File: config.mk
export PLATFORM = sky130hd
export DESIGN_NAME = integer_to_ascii_formatter_top_flat
export DESIGN_NICKNAME = d
export VERILOG_FILES = /design/src/hdl/iafmt_pkg.sv /design/src/hdl/iafmt_req_if.sv /design/src/hdl/iafmt_dpath.sv /design/src/hdl/iafmt_ctrl.sv /design/src/hdl/integer_to_ascii_formatter_top.sv /design/src/flat_wrapper.sv
export VERILOG_INCLUDE_DIRS = /design/src /design/src/hdl
export SDC_FILE = /design/constraint.sdc
export NUM_CORES = 1
export LEC_CHECK = 0
export BUFFER_PORTS_ARGS = -buffer_cell sky130_fd_sc_hd__buf_4
export CAP_MARGIN = 15
export CORE_MARGIN = 5
export CORE_UTILIZATION = 31
export CTS_CLUSTER_SIZE = 16
export DETAILED_ROUTE_END_ITERATION = 12
export GPL_TIMING_DRIVEN = 0
export MAX_ROUTING_LAYER = met4
export PLACE_DENSITY = 0.48
export SLEW_MARGIN = 30
export SYNTH_ARGS = -nofsm -noshare
export SYNTH_HDL_FRONTEND = slang
export SYNTH_SLANG_ARGS = --single-unit
File: constraint.sdc
create_clock -name clock -period 13 [get_ports clock]
set_input_delay 1.95 -clock clock [delete_from_list [all_inputs] [get_ports clock]]
set_output_delay 1.95 -clock clock [all_outputs]
set_load 0.02 [all_outputs]
File: src/hdl/assert_macros.svh
// Assertion macros shared by the integer-to-ASCII formatter modules.
`ifndef ASSERT_MACROS_SVH
`define ASSERT_MACROS_SVH

// The consequent must hold in the same cycle as the antecedent.
`define ASSERT_IMP(lbl, clk, rst, ante, cons) \
   lbl: assert property (@(posedge clk) disable iff (rst) (ante) |-> (cons)) \
      else $error("same-cycle implication failed");

// The consequent must hold in the cycle after the antecedent.
`define ASSERT_NXT(lbl, clk, rst, ante, cons) \
   lbl: assert property (@(posedge clk) disable iff (rst) (ante) |=> (cons)) \
      else $error("next-cycle implication failed");

// The expression must hold at every clock edge outside reset.
`define ASSERT_ALW(lbl, clk, rst, expr) \
   lbl: assert property (@(posedge clk) disable iff (rst) (expr)) \
      else $error("invariant failed");

`endif

File: src/hdl/iafmt_pkg.sv
// Shared types, constants and functions of the integer-to-ASCII formatter.
package iafmt_pkg;

   localparam int VALUE_W       = 64;
   localparam int DIGIT_W       = 4;
   localparam int NUM_DIGITS    = 20;
   localparam int BCD_W         = NUM_DIGITS * DIGIT_W;
   localparam int BITS_PER_STEP = 4;
   localparam int CONV_STEPS    = VALUE_W / BITS_PER_STEP;
   localparam int STEP_W        = $clog2(CONV_STEPS);
   localparam int POS_W         = $clog2(NUM_DIGITS);

   localparam logic [2:0] KIND_HEX_LO = 3'd0;
   localparam logic [2:0] KIND_HEX_UP = 3'd1;
   localparam logic [2:0] KIND_PTR    = 3'd2;
   localparam logic [2:0] KIND_SDEC   = 3'd3;
   localparam logic [2:0] KIND_UDEC   = 3'd4;

   localparam logic [7:0] CH_ZERO  = 8'h30;
   localparam logic [7:0] CH_LOWA  = 8'h61;
   localparam logic [7:0] CH_UPA   = 8'h41;
   localparam logic [7:0] CH_MINUS = 8'h2D;
   localparam logic [7:0] CH_X     = 8'h78;
   localparam logic [7:0] CH_LPAR  = 8'h28;
   localparam logic [7:0] CH_N     = 8'h6E;
   localparam logic [7:0] CH_I     = 8'h69;
   localparam logic [7:0] CH_L     = 8'h6C;
   localparam logic [7:0] CH_RPAR  = 8'h29;

   typedef enum logic [2:0] {
      ST_IDLE,
      ST_START,
      ST_CONV,
      ST_PREFIX,
      ST_DIGITS
   } state_type;

   typedef enum logic [1:0] {
      PRE_NONE,
      PRE_MINUS,
      PRE_HEX,
      PRE_NIL
   } prefix_type;

   typedef struct packed {
      logic load;
      logic conv;
      logic pre_emit;
      logic dig_step;
   } cmd_type;

   typedef struct packed {
      logic       kind_ok;
      logic       is_dec;
      prefix_type pre_sel;
      logic       conv_done;
      logic       pre_last;
      logic       dig_last;
      logic       dig_visible;
      logic       out_free;
   } status_type;

endpackage

File: src/hdl/iafmt_req_if.sv
// Input channel of the formatter: valid/ready handshake with kind and value.
interface iafmt_req_if;
   import iafmt_pkg::*;

   logic               valid;
   logic               ready;
   logic [2:0]         kind;
   logic [VALUE_W-1:0] value;

   modport source (output valid, output kind, output value, input ready);
   modport sink (input valid, input kind, input value, output ready);
endinterface

// Result channel of the formatter: one character per transaction.
interface iafmt_rsp_if;
   logic       valid;
   logic       ready;
   logic [7:0] char_code;
   logic       last;

   modport source (output valid, output char_code, output last, input ready);
   modport sink (input valid, input char_code, input last, output ready);
endinterface

File: src/hdl/iafmt_dpath.sv
// Datapath: value registers, binary-to-BCD converter, character select and output register.
module iafmt_dpath
   import iafmt_pkg::*;
(
   input  logic               clock,
   input  logic               reset,
   input  cmd_type            cmd,
   output status_type         status,
   input  logic [2:0]         req_kind,
   input  logic [VALUE_W-1:0] req_value,
   output logic               rsp_valid,
   input  logic               rsp_ready,
   output logic [7:0]         rsp_char_code,
   output logic               rsp_last
);
`include "assert_macros.svh"

   logic [BCD_W-1:0]   digits_ff, digits_in;
   logic [VALUE_W-1:0] mag_ff, mag_in;
   logic [STEP_W-1:0]  step_ff, step_in;
   logic [POS_W-1:0]   pos_ff, pos_in;
   logic [2:0]         pre_idx_ff, pre_idx_in;
   prefix_type         pre_sel_ff, pre_sel_in;
   logic               kind_ok_ff, kind_ok_in;
   logic               is_dec_ff, is_dec_in;
   logic               upper_ff, upper_in;
   logic               started_ff, started_in;
   logic               rsp_valid_ff, rsp_valid_in;
   logic [7:0]         rsp_char_ff, rsp_char_in;
   logic               rsp_last_ff, rsp_last_in;

   logic [BCD_W-1:0]   bcd_w;
   logic [VALUE_W-1:0] mag_w;
   logic [DIGIT_W-1:0] top_digit;
   logic               visible;
   logic               pre_last;
   logic               emit;
   logic               load_neg;
   logic [7:0]         digit_char;
   logic [7:0]         pre_char;

   // Adds three to every BCD digit of five or more before the next shift.
   function automatic logic [BCD_W-1:0] add3(input logic [BCD_W-1:0] bcd);
      logic [BCD_W-1:0] res;
      res = bcd;
      for (int d = 0; d < NUM_DIGITS; d++) begin
         if (bcd[d*DIGIT_W +: DIGIT_W] >= 4'd5) begin
            res[d*DIGIT_W +: DIGIT_W] = bcd[d*DIGIT_W +: DIGIT_W] + 4'd3;
         end
      end
      return res;
   endfunction

   // Several double-dabble bit steps per cycle.
   always_comb begin
      bcd_w = digits_ff;
      mag_w = mag_ff;
      for (int b = 0; b < BITS_PER_STEP; b++) begin
         bcd_w = add3(bcd_w);
         bcd_w = {bcd_w[BCD_W-2:0], mag_w[VALUE_W-1]};
         mag_w = {mag_w[VALUE_W-2:0], 1'b0};
      end
   end

   assign top_digit = digits_ff[BCD_W-1 -: DIGIT_W];
   assign visible   = (top_digit != '0) || started_ff || (pos_ff == '0);

   always_comb begin
      unique case (pre_sel_ff)
         PRE_NIL:   pre_last = (pre_idx_ff == 3'd4);
         PRE_HEX:   pre_last = (pre_idx_ff == 3'd1);
         PRE_MINUS: pre_last = 1'b1;
         default:   pre_last = 1'b1;
      endcase
   end

   always_comb begin
      pre_char = CH_MINUS;
      unique case (pre_sel_ff)
         PRE_NIL: begin
            unique case (pre_idx_ff)
               3'd0:    pre_char = CH_LPAR;
               3'd1:    pre_char = CH_N;
               3'd2:    pre_char = CH_I;
               3'd3:    pre_char = CH_L;
               default: pre_char = CH_RPAR;
            endcase
         end
         PRE_HEX: pre_char = (pre_idx_ff == 3'd0) ? CH_ZERO : CH_X;
         default: pre_char = CH_MINUS;
      endcase
   end

   always_comb begin
      if (top_digit < 4'd10) begin
         digit_char = CH_ZERO + {4'b0, top_digit};
      end else begin
         digit_char = (upper_ff ? CH_UPA : CH_LOWA) + {4'b0, top_digit} - 8'd10;
      end
   end

   assign emit     = cmd.pre_emit || (cmd.dig_step && visible);
   assign load_neg = (req_kind == KIND_SDEC) && req_value[VALUE_W-1];

   always_comb begin
      digits_in  = digits_ff;
      mag_in     = mag_ff;
      step_in    = step_ff;
      pos_in     = pos_ff;
      pre_idx_in = pre_idx_ff;
      pre_sel_in = pre_sel_ff;
      kind_ok_in = kind_ok_ff;
      is_dec_in  = is_dec_ff;
      upper_in   = upper_ff;
      started_in = started_ff;

      if (cmd.load) begin
         kind_ok_in = (req_kind <= KIND_UDEC);
         is_dec_in  = (req_kind == KIND_SDEC) || (req_kind == KIND_UDEC);
         upper_in   = (req_kind == KIND_HEX_UP);
         step_in    = '0;
         pos_in     = POS_W'(NUM_DIGITS - 1);
         pre_idx_in = '0;
         started_in = 1'b0;
         if (req_kind == KIND_PTR) begin
            pre_sel_in = (req_value == '0) ? PRE_NIL : PRE_HEX;
         end else if (load_neg) begin
            pre_sel_in = PRE_MINUS;
         end else begin
            pre_sel_in = PRE_NONE;
         end
         // The magnitude of the most negative value is exact when read unsigned.
         if (req_kind == KIND_UDEC) begin
            mag_in = {{(VALUE_W-32){1'b0}}, req_value[31:0]};
         end else if (load_neg) begin
            mag_in = ~req_value + VALUE_W'(1);
         end else begin
            mag_in = req_value;
         end
         if ((req_kind == KIND_SDEC) || (req_kind == KIND_UDEC)) begin
            digits_in = '0;
         end else begin
            digits_in = {{(BCD_W-VALUE_W){1'b0}}, req_value};
         end
      end else if (cmd.conv) begin
         digits_in = bcd_w;
         mag_in    = mag_w;
         step_in   = step_ff + STEP_W'(1);
      end else if (cmd.pre_emit) begin
         pre_idx_in = pre_idx_ff + 3'd1;
      end else if (cmd.dig_step) begin
         digits_in  = {digits_ff[BCD_W-DIGIT_W-1:0], {DIGIT_W{1'b0}}};
         pos_in     = pos_ff - POS_W'(1);
         started_in = started_ff || visible;
      end
   end

   always_comb begin
      rsp_char_in = rsp_char_ff;
      rsp_last_in = rsp_last_ff;
      if (emit) begin
         rsp_valid_in = 1'b1;
      end else if (rsp_ready) begin
         rsp_valid_in = 1'b0;
      end else begin
         rsp_valid_in = rsp_valid_ff;
      end
      if (cmd.pre_emit) begin
         rsp_char_in = pre_char;
         rsp_last_in = pre_last && (pre_sel_ff == PRE_NIL);
      end else if (emit) begin
         rsp_char_in = digit_char;
         rsp_last_in = (pos_ff == '0);
      end
   end

   always_ff @(posedge clock) begin
      if (reset) begin
         rsp_valid_ff <= 1'b0;
      end else begin
         rsp_valid_ff <= rsp_valid_in;
      end
   end

   always_ff @(posedge clock) begin
      digits_ff   <= digits_in;
      mag_ff      <= mag_in;
      step_ff     <= step_in;
      pos_ff      <= pos_in;
      pre_idx_ff  <= pre_idx_in;
      pre_sel_ff  <= pre_sel_in;
      kind_ok_ff  <= kind_ok_in;
      is_dec_ff   <= is_dec_in;
      upper_ff    <= upper_in;
      started_ff  <= started_in;
      rsp_char_ff <= rsp_char_in;
      rsp_last_ff <= rsp_last_in;
   end

   assign status.kind_ok     = kind_ok_ff;
   assign status.is_dec      = is_dec_ff;
   assign status.pre_sel     = pre_sel_ff;
   assign status.conv_done   = (step_ff == STEP_W'(CONV_STEPS - 1));
   assign status.pre_last    = pre_last;
   assign status.dig_last    = (pos_ff == '0);
   assign status.dig_visible = visible;
   assign status.out_free    = !rsp_valid_ff || rsp_ready;

   assign rsp_valid     = rsp_valid_ff;
   assign rsp_char_code = rsp_char_ff;
   assign rsp_last      = rsp_last_ff;

   // A new character may only enter the output register once it is free.
   `ASSERT_IMP(a_emit_free, clock, reset, emit, !rsp_valid_ff || rsp_ready)
   // The final digit position is always printed, so the last flag is never lost.
   `ASSERT_IMP(a_last_visible, clock, reset, cmd.dig_step && (pos_ff == '0), visible)

endmodule

File: src/hdl/iafmt_ctrl.sv
// Controller: sequences decode, conversion, prefix and digit emission for each transaction.
module iafmt_ctrl
   import iafmt_pkg::*;
(
   input  logic       clock,
   input  logic       reset,
   input  logic       req_valid,
   output logic       req_ready,
   input  status_type status,
   output cmd_type    cmd
);
`include "assert_macros.svh"

   state_type state_ff, state_in;

   always_ff @(posedge clock) begin
      if (reset) begin
         state_ff <= ST_IDLE;
      end else begin
         state_ff <= state_in;
      end
   end

   always_comb begin
      state_in  = state_ff;
      cmd       = '0;
      req_ready = 1'b0;
      unique case (state_ff)
         ST_IDLE: begin
            req_ready = 1'b1;
            if (req_valid) begin
               cmd.load = 1'b1;
               state_in = ST_START;
            end
         end
         ST_START: begin
            // Undefined kinds produce no characters at all.
            priority if (!status.kind_ok) begin
               state_in = ST_IDLE;
            end else if (status.is_dec) begin
               state_in = ST_CONV;
            end else if (status.pre_sel != PRE_NONE) begin
               state_in = ST_PREFIX;
            end else begin
               state_in = ST_DIGITS;
            end
         end
         ST_CONV: begin
            cmd.conv = 1'b1;
            if (status.conv_done) begin
               state_in = (status.pre_sel != PRE_NONE) ? ST_PREFIX : ST_DIGITS;
            end
         end
         ST_PREFIX: begin
            if (status.out_free) begin
               cmd.pre_emit = 1'b1;
               if (status.pre_last) begin
                  state_in = (status.pre_sel == PRE_NIL) ? ST_IDLE : ST_DIGITS;
               end
            end
         end
         ST_DIGITS: begin
            // Leading zeros are dropped without waiting on the output side.
            if (status.out_free || !status.dig_visible) begin
               cmd.dig_step = 1'b1;
               if (status.dig_last) begin
                  state_in = ST_IDLE;
               end
            end
         end
         default: begin
            state_in = ST_IDLE;
         end
      endcase
   end

   `ASSERT_ALW(a_cmd_onehot, clock, reset, $onehot0(cmd))
   `ASSERT_NXT(a_done_idle, clock, reset, cmd.dig_step && status.dig_last, state_ff == ST_IDLE)

endmodule

File: src/hdl/integer_to_ascii_formatter_top.sv
// Top level of the integer-to-ASCII formatter: controller, datapath and channel ports.
//
//   Channel  Dir  Fields                     Meaning
//   req_ch   in   kind[2:0], value[63:0]     one value and its format per transaction
//   rsp_ch   out  char_code[7:0], last       one ASCII character per transaction
//
// An item passes through an accept state and a decode state, then the conversion for
// decimal kinds (four bits per cycle through the BCD converter), the prefix characters
// and the 20 digit positions, one per BCD digit; a "(nil)" pointer returns to idle after
// its prefix, an undefined kind after decode. The next item is accepted while the last
// character still waits in the output register. A stalled output holds emission;
// synchronous reset clears the state machine and the output valid.
module integer_to_ascii_formatter_top
   import iafmt_pkg::*;
(
   input  logic        clock,
   input  logic        reset,
   iafmt_req_if.sink   req_ch,
   iafmt_rsp_if.source rsp_ch
);

   cmd_type    cmd;
   status_type status;
   logic       req_ready;

   iafmt_ctrl u_ctrl (
      .clock     (clock),
      .reset     (reset),
      .req_valid (req_ch.valid),
      .req_ready (req_ready),
      .status    (status),
      .cmd       (cmd)
   );

   iafmt_dpath u_dpath (
      .clock         (clock),
      .reset         (reset),
      .cmd           (cmd),
      .status        (status),
      .req_kind      (req_ch.kind),
      .req_value     (req_ch.value),
      .rsp_valid     (rsp_ch.valid),
      .rsp_ready     (rsp_ch.ready),
      .rsp_char_code (rsp_ch.char_code),
      .rsp_last      (rsp_ch.last)
   );

   assign req_ch.ready = req_ready;

endmodule

File: src/flat_wrapper.sv
// flat-port wrapper written by rule: the top's interface ports become plain ports
module integer_to_ascii_formatter_top_flat import iafmt_pkg::*;
  (clock, reset, req_ch_valid, req_ch_kind, req_ch_value, req_ch_ready, rsp_ch_valid, rsp_ch_char_code, rsp_ch_last, rsp_ch_ready);
  iafmt_req_if req_ch_i ();
  iafmt_rsp_if rsp_ch_i ();
  input  logic clock;
  input  logic reset;
  input wire logic [$bits(req_ch_i.valid)-1:0] req_ch_valid;
  input wire logic [$bits(req_ch_i.kind)-1:0] req_ch_kind;
  input wire logic [$bits(req_ch_i.value)-1:0] req_ch_value;
  output wire logic [$bits(req_ch_i.ready)-1:0] req_ch_ready;
  output wire logic [$bits(rsp_ch_i.valid)-1:0] rsp_ch_valid;
  output wire logic [$bits(rsp_ch_i.char_code)-1:0] rsp_ch_char_code;
  output wire logic [$bits(rsp_ch_i.last)-1:0] rsp_ch_last;
  input wire logic [$bits(rsp_ch_i.ready)-1:0] rsp_ch_ready;
  assign req_ch_i.valid = req_ch_valid;
  assign req_ch_i.kind = req_ch_kind;
  assign req_ch_i.value = req_ch_value;
  assign req_ch_ready = req_ch_i.ready;
  assign rsp_ch_valid = rsp_ch_i.valid;
  assign rsp_ch_char_code = rsp_ch_i.char_code;
  assign rsp_ch_last = rsp_ch_i.last;
  assign rsp_ch_i.ready = rsp_ch_ready;
  integer_to_ascii_formatter_top u_core (.clock(clock), .reset(reset), .req_ch(req_ch_i), .rsp_ch(rsp_ch_i));
endmodule
==> reports/results.txt, run 1 <==
Status: finished, final reports clean
Io pins: 82
Setup TNS: 0 ns
CTS tree: built
Final hold violations: 0
CP max FO: 10
Placed wire-length estimate: 49.15 mm
Post-Place Cells: 3252
Share of cells above drive strength 1: 8.233%
Core footprint: 0.06025 mm^2
Num Clock Sinks: 174
Final max-slew violation count: 0
First DRT Iteration DRCs: 1361
HP Class: reg -> reg
Tightest Pin Transition: 1.019 ns
Die width: 256.6 um
CP Launch Point: req_ch_valid
Worst r2r src: u_core.u_dpath.digits_ff[77]
Final wirelength: 63.84 mm
Critical path depth: 9
Postcts setup bufs: 0
Worst-Skew Late Latency: 0.45 ns
#FFs+latches synth: 174
Crit path capture: u_core.u_dpath.digits_ff[41]
Setup WS post-layout: 7.622 ns
Die area: 0.06584 mm^2
Post-CTS sizing: 0
Reg2Reg Setup Slack: 7.96 ns
Post-synth EDFFs: 157
Final worst path period need: 5.378 ns
Worst setup path category: in -> reg
Initial antenna violation count: 7
Syn nets: 2551
CTS max path bufs: 2
Layout Cells excl Fill: 3291
Drt first pass iters: 7
Via count: 18733
Syn Area/Cell: 7.900 um^2
CTS root buffer: clkbuf_16
Critical Path Start Type: input port
Area growth syn-to-layout: 12.10%
Mapped cell area: 0.01885 mm^2
Area of the multi-input gates: 0.01291 mm^2
Cts hold-fix bufs: 0
Global-route wire length before repair: 98.48 mm
Layout net count: 2654
Slew Limit Headroom: 32.04%
Maxcap violations: 0
Setup violations, final: 0
Std-Cell Rows: 90
DIE HEIGHT: 256.6 um
FMAX: 185.9 MHz
Synth Flop Type: edfxtp_1
Clock Skew: 0.01017 ns
Critical-path cell list: buf_4 > nand2_1 > inv_1 > nand2_1 > nor2_2 > clkbuf_1 > clkbuf_1 > a22oi_1 > o21ai_0
# DRC: 0
Largest net degree at the start of global routing: 45
Final core occ: 35.07%
Clock-pin slew on the worst setup and hold paths: 0.07 ns
Critical path arrival: 5.67 ns
Vias in the first global route: 17760
Register Area: 0.005055 mm^2
Cell at the slowest stage of the critical path: clkbuf_1
GRT Resource Usage Total: 18.92%
Worst endpoint required time: 13.29 ns
Worst reg2reg path endpoint: u_core.u_dpath.digits_ff[78]
Post-Synthesis Cells: 2386
Asr flop ratio synth: 0%
Post-synthesis sequential area ratio: 26.82%
Fin crit share: 41.37%
R2R depth: 21
Worst path bufs/invs: 4
Port bufs: 80
H-tree Lvls: 4
Gr ovfl total: 0
Crit path max-delay family: buffers and inverters
Routability cong.: 0.9074
Fill count: 6261
Num CTS Buffers: 17
Pre-CTS WS: 7.143 ns
Vias per cell: 5.692
Synth warn: 0
Starting density of the core: 31.29%
Netlist cell types: 84
Slowest cell delay on critical path: 0.80 ns
WL/cell: 19.40 um
Unrepaired setup endpoints after global routing: false
Post-route ant nets: 0
Setup crit end kind: flop
sequential cells by signal (all words and copies together) (netlist names):
name / count
u_core.u_dpath.rsp_last: 1
u_core.u_dpath.digits_ff: 80
u_core.u_dpath.pre_idx_ff: 3
u_core.u_dpath.pre_sel_ff: 2
u_core.u_ctrl.state_ff: 3
u_core.u_dpath.pos_ff: 5
u_core.u_dpath.is_dec_ff: 1
u_core.u_dpath.started_ff: 1
u_core.u_dpath.mag_ff: 64
u_core.u_dpath.upper_ff: 1
u_core.u_dpath.rsp_valid: 1
u_core.u_dpath.step_ff: 4
u_core.u_dpath.kind_ok_ff: 1
u_core.u_dpath.rsp_char_code: 7
Yosys cell counts (10+ instances only):
cell       count  area, um^2
a211o_1       18       157.7
a211oi_1      75       563.0
a21o_1        18       135.1
a21oi_1      126       630.6
a221o_1       14       140.1
a221oi_1      11       96.34
a22oi_1       50       375.4
a2bb2oi_1     20       175.2
a31oi_1       13       81.33
and2_1        24       150.1
and3_1        18       112.6
clkbuf_1      79       296.5
dfxtp_1       17       340.3
edfxtp_1     157        4715
ha_1          94        1176
inv_1        142       533.0
mux2_2        18       202.7
mux2_4        13       195.2
mux2i_1       74       740.7
nand2_1      252       945.9
nand2b_1      47       294.0
nand3_1       53       265.3
nand3b_1      10       75.07
nand4_1       15       93.84
nor2_1       175       656.9
nor2b_1       32       200.2
nor3_1        85       425.4
nor4_1        20       125.1
o211a_1       17       170.2
o211ai_1      43       322.8
o21a_1        39       292.8
o21ai_0      235        1176
o21ai_1       15       75.07
o22ai_1       27       168.9
o311a_1       11       110.1
o31ai_1       11       82.58
or2_2         28       175.2
or3_1         48       300.3
xnor2_1       68       595.6
xor2_1        31       271.5
worst min-delay path, delay by kind of cell (launching register included):
family             cells  cell delay [ns]
DFF                    1             0.33
AOI/OAI and AO/OA      1             0.06
and+or+nand+nor        1             0.06
cells in the final DEF (no fill, tap or decap), types with 27 or more instances in the layout:
cell type and n:
a211oi_1 75, a21oi_1 126, a22oi_1 50, buf_4 81, clkbuf_1 76, edfxtp_1 157, ha_1 94, inv_1 142
mux2i_1 74, nand2_1 251, nand2b_1 47, nand3_1 53, nor2_1 174, nor2b_1 32, nor3_1 85, o211ai_1 43
o21a_1 39, o21ai_0 235, o22ai_1 27, or2_2 28, or3_1 48, xnor2_1 68, xor2_1 31
logic make-up (layout without fill, tap and decap cells):
| logic type | after synthesis | in the layout | share of synthesized area [%] |
|---|---|---|---|
| multiplexers | 106 | 106 | 6.113 |
| XOR/XNOR | 99 | 99 | 4.600 |
| AO/OA/AOI/OAI | 837 | 837 | 29.73 |
| adder cells (fa/ha/maj) | 94 | 94 | 6.240 |
| buffers and inverters | 234 | 350 | 4.733 |
| AND/OR/NAND/NOR | 841 | 841 | 21.75 |
| flip-flops | 174 | 174 | 26.82 |
| other | 1 | 8 | 0.01989 |
through the flow:
stage	cell area [um^2]	hold WS (ns)
finish	21130	0.4877
global route	21130	0.5092
CTS	21110	0.4885
detailed placement	20530	0.4781
global placement	20430	0.4683
floorplan	18850	0.4537
worst min path at each step:
| stage | depth (start not counted) | startpoint | endpoint | slack, ns |
|---|---|---|---|---|
| finish | 2 | u_core.u_dpath.step_ff[1] | u_core.u_dpath.step_ff[1] | 0.49 |
| global route | 2 | u_core.u_dpath.step_ff[1] | u_core.u_dpath.step_ff[1] | 0.51 |
| CTS | 2 | u_core.u_dpath.step_ff[1] | u_core.u_dpath.step_ff[1] | 0.49 |
| detailed placement | 2 | u_core.u_dpath.step_ff[1] | u_core.u_dpath.step_ff[1] | 0.48 |
| global placement | 2 | u_core.u_dpath.step_ff[1] | u_core.u_dpath.step_ff[1] | 0.47 |
| floorplan | 2 | u_core.u_dpath.step_ff[1] | u_core.u_dpath.step_ff[1] | 0.45 |
cell type report:
class                   count  share of cell area, %
diodes                      7                0.08290
plain buffers              92                  1.753
clock buffers              20                  2.067
clock inverters            12                 0.6810
inverters                 142                  2.522
multi-input cells        1978                  61.11
flip-flops and latches    174                  23.92
well taps                 782                  4.630
repair buffers             84                  3.233
per-layer routing:
| layer | track usage, % | up-vias | wire length, um |
|---|---|---|---|
| li1 | - | 9226 | - |
| met2 | 30.54 | 453 | 29590 |
| met1 | 24.68 | 8959 | 29550 |
| met5 | - | - | 0 |
| met3 | 2.735 | 95 | 2945 |
| met4 | 5.935 | 0 | 1762 |
Power of run 1 is not shown: default switching activity piles up to over one toggle a cycle in this logic, so the estimate is an artifact.
==> run 2, diff against run 1 <==
PLACE_DENSITY = 0.49   (was 0.48)
clock period = 4.82 ns   (was 13 ns; I/O delays follow)
==> run 2 against run 1 <==
Worst setup slack lost 7.4 ns. Final cell count is essentially flat. Design area grew 0.40%. Via count grew 0.36%. Register-to-register slack lost 7.7 ns. Sequential share of layout area shrank 0.094 points. First-iteration DRC count shrank 4.9%. Sequential cell count is the same. Clock skew is essentially flat. Non-clock buffer count grew 4.
==> reports/results.txt, run 2 (same netlist as run 1, synthesis figures left out) <==
Die width: 256.6 um (unchanged)
Die area: 0.06584 mm^2 (unchanged)
Hold Worst Slack: 0.4656 ns (-0.02212 ns)
Final max-slew violation count: 0 (unchanged)
WL/cell: 19.45 um (+0.28%)
HP Class: in -> reg
Commonest non-fill, non-tap cell in the layout: nand2_1
Slew Limit Headroom: 29.62% (-2.4 points)
Placed wire-length estimate: 49.29 mm (+0.29%)
Routability cong.: 0.8848 (-2.5%)
DIE HEIGHT: 256.6 um (unchanged)
Worst-Skew Late Latency: 0.45 ns (about the same)
Layout net count: 2658 (+0.15%)
GRT Resource Usage Total: 18.97% (+0.051 points)
CTS max path bufs: 2 (unchanged)
Setup violations, final: 0 (unchanged)
Num CTS Buffers: 17 (unchanged)
Num Clock Sinks: 174 (unchanged)
Placed standard-cell area: 0.02051 mm^2 (about the same)
R2R depth: 11 (-48%)
Most frequent cells in the layout: nand2_1 (251), o21ai_0 (235), nor2_1 (174)
Max FFs per register: 80 (unchanged)
Final wirelength: 64.04 mm (+0.31%)
CTS tree: built
CP max FO: 10 (unchanged)
Worst Hold Depth: 2 (unchanged)
Area growth syn-to-layout: 12.55%
Vias per cell: 5.711 (+0.33%)
Reg2Reg Setup Slack: 0.22 ns (-7.74 ns)
First DRT Iteration DRCs: 1294 (-4.9%)
Cts hold-fix bufs: 0 (unchanged)
Pre-CTS WS: -0.2543 ns (-7.397 ns)
Gr ovfl total: 0 (unchanged)
Port bufs: 80 (unchanged)
Final hold violations: 0 (unchanged)
Clock-pin slew on the worst setup and hold paths: 0.06 ns (about the same)
Starting density of the core: 31.29% (unchanged)
Worst reg2reg path endpoint: u_core.u_dpath.digits_ff[41]
Post-route cell area: 0.02121 mm^2 (+0.40%)
Worst r2r src: u_core.u_ctrl.state_ff[1]
# DRC: 0 (unchanged)
Vias in the first global route: 17843 (+0.47%)
Global-route wire length before repair: 98.95 mm (+0.48%)
Critical path arrival: 4.89 ns (-0.78 ns)
FMAX: 217.3 MHz
CTS root buffer: clkbuf_16
Worst endpoint required time: 5.11 ns (-8.18 ns)
Setup crit end kind: flop
Final worst path period need: 4.602 ns
Setup WS post-layout: 0.2183 ns (-7.403 ns)
Reg with most FFs: u_core.u_dpath.digits_ff
Share of cells above drive strength 1: 8.822% (+0.59 points)
Post-route ant nets: 0 (unchanged)
Final core occ: 35.21% (+0.14 points)
Io pins: 82 (unchanged)
Worst setup path category: reg -> reg
Fin crit share: 95.47%
Drt first pass iters: 8 (+1)
Worst hold endpoint: u_core.u_ctrl.state_ff[1]
Clock Skew: 0.009949 ns (-0.0002217 ns)
Core footprint: 0.06025 mm^2 (unchanged)
Status: finished, final reports clean
Std-Cell Rows: 90 (unchanged)
Critical Path Start Type: flop
Min-delay src: reset
Initial antenna violation count: 6 (-1)
H-tree Lvls: 4 (unchanged)
Tightest Pin Transition: 1.056 ns (+0.03626 ns)
Largest net degree at the start of global routing: 44 (-2.2%)
Maxcap violations: 0 (unchanged)
Via count: 18800 (+0.36%)
-- run 2: how the worst max path moves through the flow --
stage / slack [ns] / from / to
floorplan: 0.36 / u_core.u_dpath.digits_ff[77] / u_core.u_dpath.digits_ff[78]
global placement: -2.26 / req_ch_valid / u_core.u_dpath.digits_ff[43]
detailed placement: -0.25 / u_core.u_dpath.digits_ff[77] / u_core.u_dpath.digits_ff[78]
CTS: 0.04 / u_core.u_dpath.digits_ff[77] / u_core.u_dpath.digits_ff[78]
global route: -0.11 / u_core.u_dpath.digits_ff[76] / u_core.u_dpath.digits_ff[78]
finish: 0.22 / u_core.u_ctrl.state_ff[1] / u_core.u_dpath.digits_ff[41]
-- run 2: final cells by class --
| type | count | area, um^2 |
|---|---|---|
| Timing Repair Buffer | 88 | 696.9 |
| Buffer | 92 | 369.1 |
| Multi-Input combinational cell | 1978 | 12970 |
| Clock buffer | 25 | 495.5 |
| Antenna cell | 5 | 12.51 |
| Fill cell | 6202 | 39030 |
| Tap cell | 782 | 978.4 |
| Sequential cell | 174 | 5055 |
| Clock inverter | 6 | 107.6 |
| Inverter | 142 | 533.0 |
-- run 2: what timing repair did --
item,CTS,global route
endpoints found under the setup margin,2,5
gates resized for setup,3,10
hold endpoints to repair,0,0
setup buffers,0,4
-- run 2: metal layers --
layer | up-vias | part of all wire (%) | track usage, % | wire, um
li1 | 9233 | - | - | -
met1 | 9073 | 46 | 24.61 | 29560
met2 | 428 | 48 | 32.21 | 30760
met3 | 66 | 4.4 | 2.273 | 2805
met4 | 0 | 1.4 | 3.773 | 909
met5 | - | 0 | - | 0
-- run 2: through the flow --
stage,TNS (ns),std cells
2_1_floorplan,0,2386
3_3_place_gp,-245.90,3248
3_5_place_dp,-0.4760,3252
6_report,0,3292
4_1_cts,0,3283
5_1_grt,-0.2245,3292
-- run 2: critical path, cell delays in order, from the launching register on --
cell and delay [ns]:
dfxtp_1 0.30, clkbuf_1 0.17, nor3_1 0.33, nand2_1 0.37
inv_1 0.39, nand2_1 0.32, nor2_2 0.50, buf_6 0.23
clkbuf_1 0.60, clkbuf_1 0.85, a22oi_1 0.21, o21ai_0 0.14
Power of run 2 is left out for the same reason.
==> run 3, diff against run 2 <==
CORE_ASPECT_RATIO = 0.8   (was unset)
CTS_BUF_LIST = sky130_fd_sc_hd__clkbuf_4   (was unset)
==> run 3 against run 2 <==
Clock skew grew 0.018 ns. Via count is essentially flat. Critical path depth grew 11. Sequential share of layout area grew 0.33 points. Clock-buffer cell count shrank 7. Worst setup slack gained 0.040 ns. Core utilization shrank 0.32 points. Maximum frequency grew 0.88%. Sequential cell count is the same. Non-clock buffer count is the same. Design area shrank 1.4%. Largest cell class unchanged.
==> reports/results.txt, run 3 (same netlist as run 1, synthesis figures left out) <==
Reg2Reg Setup Slack: 0.26 ns (+0.04 ns)
Setup WS post-layout: 0.2583 ns (+0.04003 ns)
Port bufs: 80 (unchanged)
Core footprint: 0.05996 mm^2 (-0.48%)
Clock Skew: 0.02788 ns (+0.01793 ns)
Most frequent cells in the layout: nand2_1 (250), o21ai_0 (235), nor2_1 (174)
Io pins: 82 (unchanged)
Gr ovfl total: 0 (unchanged)
Worst-Skew Late Latency: 0.62 ns (+0.17 ns)
Status: finished, final reports clean
Worst Hold Depth: 2 (unchanged)
Setup violations, final: 0 (unchanged)
Slew Limit Headroom: 27.02% (-2.6 points)
CTS tree: built
Fill count: 6288 (+1.4%)
Initial antenna violation count: 5 (-1)
Final core occ: 34.89% (-0.32 points)
Routability cong.: 0.8615 (-2.6%)
HP Class: in -> reg
Placed wire-length estimate: 49.16 mm (-0.27%)
Final max-slew violation count: 0 (unchanged)
Commonest non-fill, non-tap cell in the layout: nand2_1
Worst setup path category: reg -> reg
Critical path arrival: 4.95 ns (+0.06 ns)
DIE HEIGHT: 230.6 um (-10%)
Fin crit share: 94.64% (-0.83 points)
CTS max path bufs: 2 (unchanged)
Pre-CTS WS: -0.3102 ns (-0.05589 ns)
Share of cells above drive strength 1: 9.218% (+0.40 points)
Worst r2r src: u_core.u_dpath.digits_ff[72]
Register Area: 0.005055 mm^2 (unchanged)
First DRT Iteration DRCs: 1405 (+8.6%)
Std-Cell Rows: 80 (-11%)
Worst endpoint required time: 5.21 ns (+0.10 ns)
Vias per cell: 5.712 (about the same)
Final wirelength: 64.35 mm (+0.48%)
WL/cell: 19.55 um (+0.51%)
Setup crit end kind: flop
Area growth syn-to-layout: 10.99%
GRT Resource Usage Total: 19.23% (+0.26 points)
Clock-pin slew on the worst setup and hold paths: 0.16 ns (+0.10 ns)
Num Clock Sinks: 174 (unchanged)
Worst hold endpoint: u_core.u_ctrl.state_ff[1]
Reg with most FFs: u_core.u_dpath.digits_ff
Via count: 18798 (-0.011%)
Max FFs per register: 80 (unchanged)
Final worst path period need: 4.562 ns (-0.04003 ns)
Drt first pass iters: 6 (-2)
CP max FO: 5 (-5)
Vias in the first global route: 17677 (-0.93%)
CTS root buffer: clkbuf_4
Tightest Pin Transition: 1.095 ns (+0.03899 ns)
Post-route ant nets: 0 (unchanged)
Critical Path Start Type: flop
# DRC: 0 (unchanged)
Global-route wire length before repair: 99.55 mm (+0.61%)
R2R depth: 22 (+11)
H-tree Lvls: 4 (unchanged)
Worst reg2reg path endpoint: u_core.u_dpath.digits_ff[78]
FMAX: 219.2 MHz (+0.88%)
Die width: 285.7 um (+11%)
Area of the multi-input gates: 0.01299 mm^2 (+0.16%)
Min-delay src: reset
Final hold violations: 0 (unchanged)
Largest net degree at the start of global routing: 42 (-4.5%)
Num CTS Buffers: 17 (unchanged)
Die area: 0.06587 mm^2 (about the same)
Maxcap violations: 0 (unchanged)
Starting density of the core: 31.44% (+0.15 points)
Layout net count: 2658 (unchanged)
-- run 3: changes by cell type in the layout (fill, tap and decap cells not counted), moves of 3 or more --
| cell | before | now |
|---|---|---|
| clkbuf_4 | 1 | 19 |
| clkbuf_16 | 17 | 0 |
| clkbuf_1 | 78 | 71 |
| clkbuf_2 | 4 | 9 |
| clkbuf_8 | 4 | 0 |
| clkinv_1 | 0 | 3 |
| clkinv_4 | 0 | 3 |
| inv_8 | 0 | 3 |
-- run 3: metal layers --
metal,vias up,routed length (um),GRT usage (%)
met3,50,3438,3.077
met5,-,0,-
met1,9030,31160,26.53
li1,9243,-,-
met4,0,988,3.865
met2,475,28760,30.07
-- run 3: cell type report --
type                       count  share of cell area, %
antenna                        6                0.07177
buffer                        92                  1.794
clock buffer                  18                 0.6459
clock inverter                14                 0.6639
inverter                     142                  2.548
multi-input combinational   1978                  62.08
sequential                   174                  24.16
tap                          779                  4.659
timing repair buffer          88                  3.373
-- run 3: through the flow --
step	std cells	setup TNS, ns	cell area [um^2]	hold WS, ns
floorplan	2386	0	18850	0.4537
global placement	3245	-243.18	20420	0.4658
detailed placement	3248	-0.6517	20510	0.4689
CTS	3280	0	20800	0.2003
global route	3289	-0.04256	20920	0.2090
finish	3291	0	20920	0.2770
-- run 3: worst max path at each step --
| stage | startpoint | end | slack, ns |
|---|---|---|---|
| after floorplan | u_core.u_dpath.digits_ff[77] | u_core.u_dpath.digits_ff[78] | 0.36 |
| after global placement | req_ch_valid | u_core.u_dpath.digits_ff[38] | -2.21 |
| after detailed placement | u_core.u_dpath.digits_ff[77] | u_core.u_dpath.digits_ff[78] | -0.31 |
| after CTS | u_core.u_dpath.digits_ff[72] | u_core.u_dpath.digits_ff[78] | 0.02 |
| after global routing | u_core.u_dpath.digits_ff[72] | u_core.u_dpath.digits_ff[77] | -0.03 |
| final | u_core.u_dpath.digits_ff[72] | u_core.u_dpath.digits_ff[78] | 0.26 |
-- run 3: what timing repair did --
action / in CTS / in global routing
resized for setup: 4 / 20
pin swaps: 0 / 1
setup buffers: 0 / 5
hold buffers: 0 / 0
endpoints found under the setup margin: 3 / 56
gates cloned: 0 / 0
-- run 3: worst max-delay path: stages, from the launching register on --
cell and delay [ns]:
edfxtp_1 0.50, inv_1 0.12, ha_1 0.20, nor2b_1 0.22, nor3_1 0.09, a21oi_2 0.27, ha_1 0.25, nor2b_2 0.17
nor2_1 0.07, mux2i_2 0.21, nand2_2 0.14, xnor2_2 0.18, inv_1 0.08, ha_1 0.21, nor2b_2 0.17, a211o_1 0.28
o311ai_2 0.13, xnor2_2 0.14, ha_1 0.24, nor2b_1 0.13, o21a_1 0.21, mux2i_1 0.14, a22o_1 0.19
Power of run 3 is left out for the same reason.
